<file path="src/sv/fmu_pkg.sv">
// shared constants for the fuzzy membership unit
`default_nettype none

package fmu_pkg;

  // shape register codes
  localparam logic [1:0] SHAPE_RISE = 2'd0;
  localparam logic [1:0] SHAPE_TRI  = 2'd1;
  localparam logic [1:0] SHAPE_TRAP = 2'd2;

  // configuration register indexes
  localparam int unsigned CFG_IDX_W = 3;
  localparam logic [CFG_IDX_W-1:0] REG_SHAPE = 3'd0;
  localparam logic [CFG_IDX_W-1:0] REG_BP_A  = 3'd1;
  localparam logic [CFG_IDX_W-1:0] REG_BP_B  = 3'd2;
  localparam logic [CFG_IDX_W-1:0] REG_BP_C  = 3'd3;
  localparam logic [CFG_IDX_W-1:0] REG_BP_D  = 3'd4;

  // entries held between the classifier and the divider
  localparam int unsigned QUEUE_DEPTH = 4;

endpackage

`default_nettype wire

</file>
<file path="src/sv/fmu_front.sv">
// classifier: picks the segment of the shape and sets up the slope ratio
`default_nettype none

module fmu_front #(
  parameter int unsigned SAMPLE_BITS = 16,
  parameter int unsigned FRAC_BITS   = 15
) (
  input  wire                    clk,
  input  wire                    rst,
  input  wire                    in_valid,
  output logic                   in_ready,
  input  wire [SAMPLE_BITS-1:0]  sample,
  input  wire [1:0]              shape,
  input  wire [SAMPLE_BITS-1:0]  bp_a,
  input  wire [SAMPLE_BITS-1:0]  bp_b,
  input  wire [SAMPLE_BITS-1:0]  bp_c,
  input  wire [SAMPLE_BITS-1:0]  bp_d,
  output logic                   out_valid,
  input  wire                    out_ready,
  output logic                   out_const,
  output logic [FRAC_BITS:0]     out_q,
  output logic [SAMPLE_BITS-1:0] out_n,
  output logic [SAMPLE_BITS-1:0] out_d
);
  import fmu_pkg::*;

  localparam int unsigned DIFF_W = SAMPLE_BITS + 1;
  localparam int unsigned DEG_W  = FRAC_BITS + 1;
  localparam logic [DEG_W-1:0] ONE_VALUE = {1'b1, {FRAC_BITS{1'b0}}};

  logic en;

  logic signed [SAMPLE_BITS-1:0] x, a, b, c, d, hi, lo;
  logic le_a, gt_b, ge_c, ge_d, eq_b, lt_b, le_c;
  logic signed [DIFF_W-1:0] rise_num, rise_den, fall_num, fall_den;

  logic                     c_const, c_one, c_fall;

  // first stage registers
  logic                     f1_valid;
  logic                     f1_const;
  logic                     f1_one;
  logic signed [DIFF_W-1:0] f1_num;
  logic signed [DIFF_W-1:0] f1_den;

  // second stage registers
  logic                     f2_valid;
  logic                     f2_const;
  logic [DEG_W-1:0]         f2_q;
  logic [SAMPLE_BITS-1:0]   f2_n;
  logic [SAMPLE_BITS-1:0]   f2_d;

  logic [DEG_W-1:0]         s_q;
  logic                     s_const;

  assign en       = !f2_valid || out_ready;
  assign in_ready = en;

  always_comb begin
    x  = $signed(sample);
    a  = $signed(bp_a);
    b  = $signed(bp_b);
    c  = $signed(bp_c);
    d  = $signed(bp_d);
    hi = (shape == SHAPE_TRI) ? c : d;
    lo = (shape == SHAPE_TRI) ? b : c;

    le_a = x <= a;
    gt_b = x > b;
    ge_c = x >= c;
    ge_d = x >= d;
    eq_b = x == b;
    lt_b = x < b;
    le_c = x <= c;

    rise_num = DIFF_W'(x) - DIFF_W'(a);
    rise_den = DIFF_W'(b) - DIFF_W'(a);
    fall_num = DIFF_W'(hi) - DIFF_W'(x);
    fall_den = DIFF_W'(hi) - DIFF_W'(lo);

    c_const = 1'b1;
    c_one   = 1'b0;
    c_fall  = 1'b0;
    case (shape)
      SHAPE_RISE: begin
        if (le_a) begin
          c_const = 1'b1;
        end else if (gt_b) begin
          c_one = 1'b1;
        end else begin
          c_const = 1'b0;
        end
      end
      SHAPE_TRI: begin
        if (le_a || ge_c) begin
          c_const = 1'b1;
        end else if (eq_b) begin
          c_one = 1'b1;
        end else begin
          c_const = 1'b0;
          c_fall  = !lt_b;
        end
      end
      SHAPE_TRAP: begin
        if (le_a || ge_d) begin
          c_const = 1'b1;
        end else if (!lt_b && le_c) begin
          c_one = 1'b1;
        end else begin
          c_const = 1'b0;
          c_fall  = !lt_b;
        end
      end
      default: begin
        c_const = 1'b1;
      end
    endcase
  end

  // resolve the degenerate ratios before they reach the divider
  always_comb begin
    s_const = 1'b1;
    s_q     = '0;
    if (f1_const) begin
      s_q = f1_one ? ONE_VALUE : '0;
    end else if (f1_den <= 0 || f1_num <= 0) begin
      s_q = (f1_den == 0) ? ONE_VALUE : '0;
    end else if (f1_num >= f1_den) begin
      s_q = ONE_VALUE;
    end else begin
      s_const = 1'b0;
    end
  end

  always_ff @(posedge clk) begin
    if (rst) begin
      f1_valid <= 1'b0;
      f2_valid <= 1'b0;
    end else if (en) begin
      f1_valid <= in_valid;
      f2_valid <= f1_valid;
    end
  end

  always_ff @(posedge clk) begin
    if (en) begin
      f1_const <= c_const;
      f1_one   <= c_one;
      f1_num   <= c_fall ? fall_num : rise_num;
      f1_den   <= c_fall ? fall_den : rise_den;
      f2_const <= s_const;
      f2_q     <= s_q;
      f2_n     <= f1_num[SAMPLE_BITS-1:0];
      f2_d     <= f1_den[SAMPLE_BITS-1:0];
    end
  end

  assign out_valid = f2_valid;
  assign out_const = f2_const;
  assign out_q     = f2_q;
  assign out_n     = f2_n;
  assign out_d     = f2_d;

endmodule

`default_nettype wire

</file>
<file path="src/sv/fmu_queue.sv">
// short fifo between the classifier and the divider
`default_nettype none

module fmu_queue #(
  parameter int unsigned WIDTH = 8
) (
  input  wire              clk,
  input  wire              rst,
  input  wire              push,
  input  wire [WIDTH-1:0]  wr_data,
  input  wire              pop,
  output logic [WIDTH-1:0] rd_data,
  output logic             full,
  output logic             empty,
  output logic [$clog2(fmu_pkg::QUEUE_DEPTH+1)-1:0] count
);
  import fmu_pkg::*;

  localparam int unsigned PTR_W = $clog2(QUEUE_DEPTH);
  localparam int unsigned CNT_W = $clog2(QUEUE_DEPTH + 1);

  logic [WIDTH-1:0] mem [QUEUE_DEPTH];
  logic [PTR_W-1:0] wr_ptr;
  logic [PTR_W-1:0] rd_ptr;
  logic             do_push;
  logic             do_pop;

  assign full    = count == CNT_W'(QUEUE_DEPTH);
  assign empty   = count == '0;
  assign do_push = push && !full;
  assign do_pop  = pop && !empty;
  assign rd_data = mem[rd_ptr];

  always_ff @(posedge clk) begin
    if (rst) begin
      wr_ptr <= '0;
      rd_ptr <= '0;
      count  <= '0;
    end else begin
      if (do_push) begin
        wr_ptr <= (wr_ptr == PTR_W'(QUEUE_DEPTH - 1)) ? '0 : wr_ptr + 1'b1;
      end
      if (do_pop) begin
        rd_ptr <= (rd_ptr == PTR_W'(QUEUE_DEPTH - 1)) ? '0 : rd_ptr + 1'b1;
      end
      if (do_push && !do_pop) begin
        count <= count + 1'b1;
      end else if (do_pop && !do_push) begin
        count <= count - 1'b1;
      end
    end
  end

  always_ff @(posedge clk) begin
    if (do_push) begin
      mem[wr_ptr] <= wr_data;
    end
  end

endmodule

`default_nettype wire

</file>
<file path="src/sv/fmu_divider.sv">
// pipelined restoring divider, one quotient bit per stage after the input register
`default_nettype none

module fmu_divider #(
  parameter int unsigned SAMPLE_BITS = 16,
  parameter int unsigned FRAC_BITS   = 15
) (
  input  wire                    clk,
  input  wire                    rst,
  input  wire                    in_valid,
  output logic                   in_ready,
  input  wire                    in_const,
  input  wire [FRAC_BITS:0]      in_q,
  input  wire [SAMPLE_BITS-1:0]  in_n,
  input  wire [SAMPLE_BITS-1:0]  in_d,
  output logic                   out_valid,
  input  wire                    out_ready,
  output logic [FRAC_BITS:0]     degree
);
  import fmu_pkg::*;

  localparam int unsigned DEG_W = FRAC_BITS + 1;

  logic                   en;
  logic                   v  [FRAC_BITS+1];
  logic                   cf [FRAC_BITS+1];
  logic [DEG_W-1:0]       q  [FRAC_BITS+1];
  logic [SAMPLE_BITS-1:0] r  [FRAC_BITS+1];
  logic [SAMPLE_BITS-1:0] dv [FRAC_BITS+1];

  // whole pipe moves together; the last stage is the output register
  assign en       = !v[FRAC_BITS] || out_ready;
  assign in_ready = en;

  always_ff @(posedge clk) begin
    if (rst) begin
      v[0] <= 1'b0;
    end else if (en) begin
      v[0] <= in_valid;
    end
  end

  always_ff @(posedge clk) begin
    if (en) begin
      cf[0] <= in_const;
      q[0]  <= in_q;
      r[0]  <= in_n;
      dv[0] <= in_d;
    end
  end

  for (genvar k = 1; k <= FRAC_BITS; k++) begin : g_stage
    logic [SAMPLE_BITS:0]   rs;
    logic [SAMPLE_BITS:0]   diff;
    logic                   ge;
    logic [SAMPLE_BITS-1:0] r_next;
    logic [DEG_W-1:0]       q_next;

    always_comb begin
      rs     = {r[k-1], 1'b0};
      diff   = rs - {1'b0, dv[k-1]};
      ge     = rs >= {1'b0, dv[k-1]};
      r_next = ge ? diff[SAMPLE_BITS-1:0] : rs[SAMPLE_BITS-1:0];
      q_next = {q[k-1][DEG_W-2:0], ge};
      // fixed results pass through untouched
      if (cf[k-1]) begin
        r_next = r[k-1];
        q_next = q[k-1];
      end
    end

    always_ff @(posedge clk) begin
      if (rst) begin
        v[k] <= 1'b0;
      end else if (en) begin
        v[k] <= v[k-1];
      end
    end

    always_ff @(posedge clk) begin
      if (en) begin
        cf[k] <= cf[k-1];
        q[k]  <= q_next;
        r[k]  <= r_next;
        dv[k] <= dv[k-1];
      end
    end
  end

  assign out_valid = v[FRAC_BITS];
  assign degree    = q[FRAC_BITS];

endmodule

`default_nettype wire

</file>
<file path="src/sv/fuzzy_membership_unit.sv">
// Fuzzy membership unit: signed sample in, membership degree out.
//
// Input stream s_axis_* carries one sample per transfer; output stream
// m_axis_* carries its degree, 2^FRAC_BITS meaning 1.0. Configuration
// writes arrive on cfg_* (index 0 shape, 1..4 breakpoints a..d) and are
// always taken; they should only be made while no sample is in flight.
// Shapes: 0 rising grade, 1 triangle, 2 trapezoid; code 3 gives 0.
//
// Two classifier stages, one queue slot and FRAC_BITS + 1 divider stages
// lie on the path; each divider stage but the first adds one quotient bit.
// Throughput is one sample per cycle unless the output stalls, set by the
// fully pipelined divider. A four-entry queue separates the classifier
// from the divider, so the input keeps flowing while the output is stalled
// until the queue fills; while m_axis_tready is low and a degree is valid,
// the divider pipe holds and the degree stays put. Reset (rst, synchronous)
// empties the pipe and queue and clears all configuration registers to zero.
`default_nettype none

module fuzzy_membership_unit #(
  parameter int unsigned SAMPLE_BITS = 16,
  parameter int unsigned FRAC_BITS   = 15
) (
  input  wire                                    clk,
  input  wire                                    rst,
  input  wire                                    s_axis_tvalid,
  output logic                                   s_axis_tready,
  // sample
  input  wire [((SAMPLE_BITS+7)/8)*8-1:0]        s_axis_tdata,
  output logic                                   m_axis_tvalid,
  input  wire                                    m_axis_tready,
  // degree
  output logic [((FRAC_BITS+8)/8)*8-1:0]         m_axis_tdata,
  input  wire                                    cfg_valid,
  output logic                                   cfg_ready,
  input  wire [fmu_pkg::CFG_IDX_W-1:0]           cfg_index,
  input  wire [SAMPLE_BITS-1:0]                  cfg_data
);
  import fmu_pkg::*;

  localparam int unsigned DEG_W   = FRAC_BITS + 1;
  localparam int unsigned ENTRY_W = 1 + DEG_W + 2 * SAMPLE_BITS;
  localparam int unsigned OUT_W   = ((FRAC_BITS + 8) / 8) * 8;
  localparam int unsigned CNT_W   = $clog2(QUEUE_DEPTH + 1);
  localparam logic [DEG_W-1:0] ONE_VALUE = {1'b1, {FRAC_BITS{1'b0}}};

  logic [1:0]             shape;
  logic [SAMPLE_BITS-1:0] bp_a, bp_b, bp_c, bp_d;

  logic                   f_valid;
  logic                   f_const;
  logic [DEG_W-1:0]       f_q;
  logic [SAMPLE_BITS-1:0] f_n, f_d;

  logic                   q_full, q_empty;
  logic [CNT_W-1:0]       q_count;
  logic [ENTRY_W-1:0]     q_wr, q_rd;
  logic                   b_ready;
  logic [DEG_W-1:0]       degree;

  assign cfg_ready = 1'b1;

  always_ff @(posedge clk) begin
    if (rst) begin
      shape <= '0;
      bp_a  <= '0;
      bp_b  <= '0;
      bp_c  <= '0;
      bp_d  <= '0;
    end else if (cfg_valid && cfg_ready) begin
      case (cfg_index)
        REG_SHAPE: shape <= cfg_data[1:0];
        REG_BP_A:  bp_a  <= cfg_data;
        REG_BP_B:  bp_b  <= cfg_data;
        REG_BP_C:  bp_c  <= cfg_data;
        REG_BP_D:  bp_d  <= cfg_data;
        default: ;
      endcase
    end
  end

  fmu_front #(
    .SAMPLE_BITS(SAMPLE_BITS),
    .FRAC_BITS  (FRAC_BITS)
  ) u_front (
    .clk      (clk),
    .rst      (rst),
    .in_valid (s_axis_tvalid),
    .in_ready (s_axis_tready),
    .sample   (s_axis_tdata[SAMPLE_BITS-1:0]),
    .shape    (shape),
    .bp_a     (bp_a),
    .bp_b     (bp_b),
    .bp_c     (bp_c),
    .bp_d     (bp_d),
    .out_valid(f_valid),
    .out_ready(!q_full),
    .out_const(f_const),
    .out_q    (f_q),
    .out_n    (f_n),
    .out_d    (f_d)
  );

  assign q_wr = {f_const, f_q, f_n, f_d};

  fmu_queue #(
    .WIDTH(ENTRY_W)
  ) u_queue (
    .clk    (clk),
    .rst    (rst),
    .push   (f_valid),
    .wr_data(q_wr),
    .pop    (b_ready),
    .rd_data(q_rd),
    .full   (q_full),
    .empty  (q_empty),
    .count  (q_count)
  );

  fmu_divider #(
    .SAMPLE_BITS(SAMPLE_BITS),
    .FRAC_BITS  (FRAC_BITS)
  ) u_divider (
    .clk      (clk),
    .rst      (rst),
    .in_valid (!q_empty),
    .in_ready (b_ready),
    .in_const (q_rd[ENTRY_W-1]),
    .in_q     (q_rd[ENTRY_W-2 -: DEG_W]),
    .in_n     (q_rd[2*SAMPLE_BITS-1 -: SAMPLE_BITS]),
    .in_d     (q_rd[SAMPLE_BITS-1:0]),
    .out_valid(m_axis_tvalid),
    .out_ready(m_axis_tready),
    .degree   (degree)
  );

  assign m_axis_tdata = OUT_W'(degree);

`ifndef SYNTHESIS
  // a degree never exceeds 1.0
  assert property (@(posedge clk) disable iff (rst)
    m_axis_tvalid |-> degree <= ONE_VALUE)
    else $error("degree above one");

  // the classifier never stalls the input while the queue has room
  assert property (@(posedge clk) disable iff (rst)
    !q_full |-> s_axis_tready)
    else $error("input stalled with queue space");

  // queue occupancy stays within its depth
  assert property (@(posedge clk) disable iff (rst)
    q_count <= CNT_W'(QUEUE_DEPTH))
    else $error("queue overflow");
`endif

endmodule

`default_nettype wire
</file>
<file path="config.mk">
export PLATFORM = sky130hd
export DESIGN_NAME = fuzzy_membership_unit
export DESIGN_NICKNAME = d
export VERILOG_FILES = /design/src/sv/fmu_pkg.sv /design/src/sv/fmu_front.sv /design/src/sv/fmu_queue.sv /design/src/sv/fmu_divider.sv /design/src/sv/fuzzy_membership_unit.sv
export SDC_FILE = /design/constraint.sdc
export NUM_CORES = 2
export LEC_CHECK = 0
export BUFFER_PORTS_ARGS = -buffer_cell sky130_fd_sc_hd__buf_4
export CAP_MARGIN = 0
export CORE_MARGIN = 8
export CORE_UTILIZATION = 35
export CTS_CLUSTER_SIZE = 10
export DETAILED_ROUTE_END_ITERATION = 6
export HOLD_SLACK_MARGIN = 0.12
export PLACE_DENSITY_LB_ADDON = 0.2
export SYNTH_ARGS = -nofsm -noshare
export SYNTH_HDL_FRONTEND = slang
export SYNTH_SLANG_ARGS = --single-unit
</file>
<file path="constraint.sdc">
create_clock -name clk -period 30 [get_ports clk]
set_clock_uncertainty 0.05 [all_clocks]
set_input_delay 4.5 -clock clk [delete_from_list [all_inputs] [get_ports clk]]
set_output_delay 4.5 -clock clk [all_outputs]
set_load 0.02 [all_outputs]
</file>
==> run_results.csv <==
group,metric,value,unit
min_path,min_path_type,"flop to flop",
logic_synthesis,ys_ff_latch,930,
floorplanning,core_area,0.149,mm²
logic_synthesis,synthFlopType,"edfxtp_1",
routing,num_vias,35000,
logic_synthesis,synth_edf_count,853,
cts,htreeDepth,3,
power,p_comb_frac,0.469,
cells_and_area,multi_input_area,0.0230,mm²
placed_design,io_buffers,57,
routing,drc,0,
timing,max_slew_margin,0.291,
placed_design,pre_cts_ws,21.32,ns
cts,hold_buffers,0,
cts,cts_setup_buffers,0,
cts,cts_root_buf,"clkbuf_16",
cells_and_area,diodes,0,
setup_path,crit_top_cell,"buf_4",
grt,grt_pass1_vias,34300,
setup_path,end_kind,"flop",
timing,rsz0062_at_grt,"false",
grt,grt_overflow,0,
setup_path,cp-start-kind,"input port",
outcome,status,"finished clean",
placed_design,place_area,0.0552,mm²
cts,cts-resized-gates,0,
cts,clk_path_buf_depth,3,
timing,post-route-min-period,7.90,ns
cts,cts_tree,"done",
timing,setup_ws,22.10,ns
logic_synthesis,yosysSeqAreaShare,0.517,
power,intPower,4.10,mW
timing,hold_violations,0,
min_path,hold_depth,0,
setup_path,r2r_cells,14,
cts,clock_latency,0.73,ns
logic_synthesis,yosysWarningCount,0,
grt,grt_max_degree,191,
logic_synthesis,synth_top_area_frac,0.488,
cells_and_area,layout.nets,5119,
floorplanning,die_y,403,µm
floorplanning,ios,59,
cts,cts.sinks,930,
run,maxCapViolations,0,
timing,tns,0,ns
logic_synthesis,yosys-top-cells-area,"edfxtp_1, ha_1, inv_1",
routing,first_pass_iters,6,
timing,period_share,0.263,
grt,grt_pass1_wl,200,mm
logic_synthesis,yosysTopAreaCell,"edfxtp_1",
setup_path,crit_required,30.42,ns
setup_path,path_buf_inv,2,
power,power,6.81,mW
routing,via_per_inst,5.18,
placed_design,post-dp-hpwl,94.0,mm
setup_path,cpPeakStageDelay,0.62,ns
routing,post_drt_wl_per_cell,18.9,µm
setup_path,path_delay_family,"simple AND/OR/NAND/NOR gates",
power,max-vdd-ir-drop,0.0517,mV
logic_synthesis,syn_area,0.0525,mm²
placed_design,globalplace.congestion,0.859,
floorplanning,row_count,142,
cells_and_area,regArea,0.0272,mm²
timing,fmax,0.127,GHz
setup_path,critPathArrivalTime,8.33,ns
logic_synthesis,ys_types,84,
cells_and_area,nFillCells,14400,
grt,antenna_found_initial,0,
routing,detail-route-antenna-nets,0,
setup_path,crit_fanout,19,
logic_synthesis,synthArstFlopShare,0,
power,powerDensity,117,mW/mm²
setup_path,crit_type,"input port to flop",
logic_synthesis,avgSynthCellArea,11.3,µm²
routing,wirelength,128,mm
timing,setup_viol,0,
power,clkPwrFrac,0.179,
timing,drv_slew,0,
floorplanning,die_area,0.163,mm²
routing,drtIter0Drc,2477,
cells_and_area,drive_gt1_frac,0.0910,
setup_path,slowest_stage,"a21oi_4",
logic_synthesis,syn-instance-count,4635,
power,seqPwrFrac,0.352,
floorplanning,initial_core_util,0.351,
power,leakagePower,23.2,nW
power,p_sw_frac,0.398,
logic_synthesis,synthesis.nets,5072,
setup_path,crit_chain,"buf_4 > ha_1 > and4_1 > a2111oi_0 > or4_1 > a31oi_1 > or3b_1 > or4b_4 > a21oi_4 > buf_4 > mux2_2",
power,netSwitchingPower,2.71,mW
cts,cts.clk_slew.worst_paths,0.05,ns
floorplanning,die_w,403,µm
cells_and_area,stdcell_area,0.0584,mm²
cts,numCtsBuffers,111,
setup_path,path_depth,11,
cells_and_area,area_growth,11.3,%
grt,grt.total_usage,0.153,
timing,worst_pin_slew,1.05,ns
==> synthesized netlist by cell type, types with 67 or more instances <==
cell type and n:
xor2_1 94, edfxtp_1 853, inv_1 442, ha_1 378, nor3_1 81, nand2_1 412
clkbuf_1 136, o311ai_0 107, mux2i_1 100, a21oi_1 258, xnor2_1 105, nand3_1 67
mux2_2 110, nor2b_1 94, dfxtp_1 77, a21o_1 90, nor2_1 215, o21ai_0 173
==> layer usage <==
| layer | global-route usage | vias to the layer above | wire length, µm |
|---|---|---|---|
| li1 | - | 17300 | - |
| met1 | 0.208 | 16900 | 59300 |
| met4 | 0.0410 | 0 | 2750 |
| met2 | 0.259 | 598 | 61100 |
| met3 | 0.0187 | 166 | 4380 |
| met5 | 0 | - | 0 |
==> per-stage QoR <==
stage	instances	utilization	hold WS [ns]
2_1_floorplan	4635	-	0.374
3_3_place_gp	6585	0.369	0.384
3_5_place_dp	6585	0.369	0.386
4_1_cts	6750	0.391	0.370
5_1_grt	6750	0.391	0.382
6_report	6750	0.391	0.377
==> cell families after synthesis <==
kind of cell,share of synthesized area
XOR/XNOR,0.0332
multiplexers,0.0579
AND/OR/NAND/NOR,0.120
buffers and inverters,0.0455
flip-flops,0.517
adder cells (fa/ha/maj),0.0974
other,0.0000715
AO/OA/AOI/OAI,0.129
==> worst paths after layout <==
check / to / from / slack (ns)
worst max register to register: u_front.f1_num[15] / shape[1] / 25.26
worst max-delay path: u_front.f1_den[3] / s_axis_tdata[6] / 22.10
worst min register to register: u_divider.dv[1][44] / u_divider.dv[1][28] / 0.38
worst min-delay path: u_divider.dv[1][44] / u_divider.dv[1][28] / 0.38
==> power by group through the flow <==
stage	Combinational (mW)	Clock, mW	Sequential [mW]
6_report	3.20	1.22	2.40
5_1_grt	3.60	1.32	2.45
4_1_cts	3.20	1.27	2.42
3_5_place_dp	3.18	0	2.44
3_3_place_gp	3.16	0	2.44
2_1_floorplan	2.52	0	2.21
==> layout make-up <==
| class | instances | share of cell area |
|---|---|---|
| sequential | 930 | 0.465 |
| inverter | 445 | 0.0286 |
| timing repair buffer | 103 | 0.0137 |
| clock buffer | 137 | 0.0499 |
| clock inverter | 28 | 0.00561 |
| multi-input combinational | 3091 | 0.394 |
| tap | 2016 | 0.0432 |
==> cells in the final DEF (no fill, tap or decap), drive strengths merged, types with 21 or more instances in the layout <==
cell      n
and2     55
o21a     40
o311ai  107
clkinv   21
mux2i   100
nand4    63
buf     103
nor4     23
xnor2   105
nand3b   52
nor2    215
a21o     90
edfxtp  853
or3      36
nor2b    94
xor2     94
nand2b   49
o21ai   173
clkbuf  137
o31ai    54
ha      378
or2      28
mux4     34
inv     447
nor3     81
dfxtp    77
a21oi   259
mux2    113
nand4b   33
nand3    67
a31oi    36
o31a     21
nand2   412
==> state kept, by name, summed over array words and instances, names as in the netlist, 2 cells and up, named ones only <==
signal / cells
u_divider.dv: 240
u_divider.r: 240
u_divider.q: 136
u_queue.mem: 136
u_front.f1_den: 17
u_front.f1_num: 17
bp_a: 16
bp_b: 16
bp_c: 16
bp_d: 16
u_divider.v: 16
u_front.out_d: 16
u_front.out_n: 16
u_divider.cf: 15
u_queue.count: 3
shape: 2
u_queue.rd_ptr: 2
u_queue.wr_ptr: 2
No activity file was read; power rests on OpenSTA's default activity.
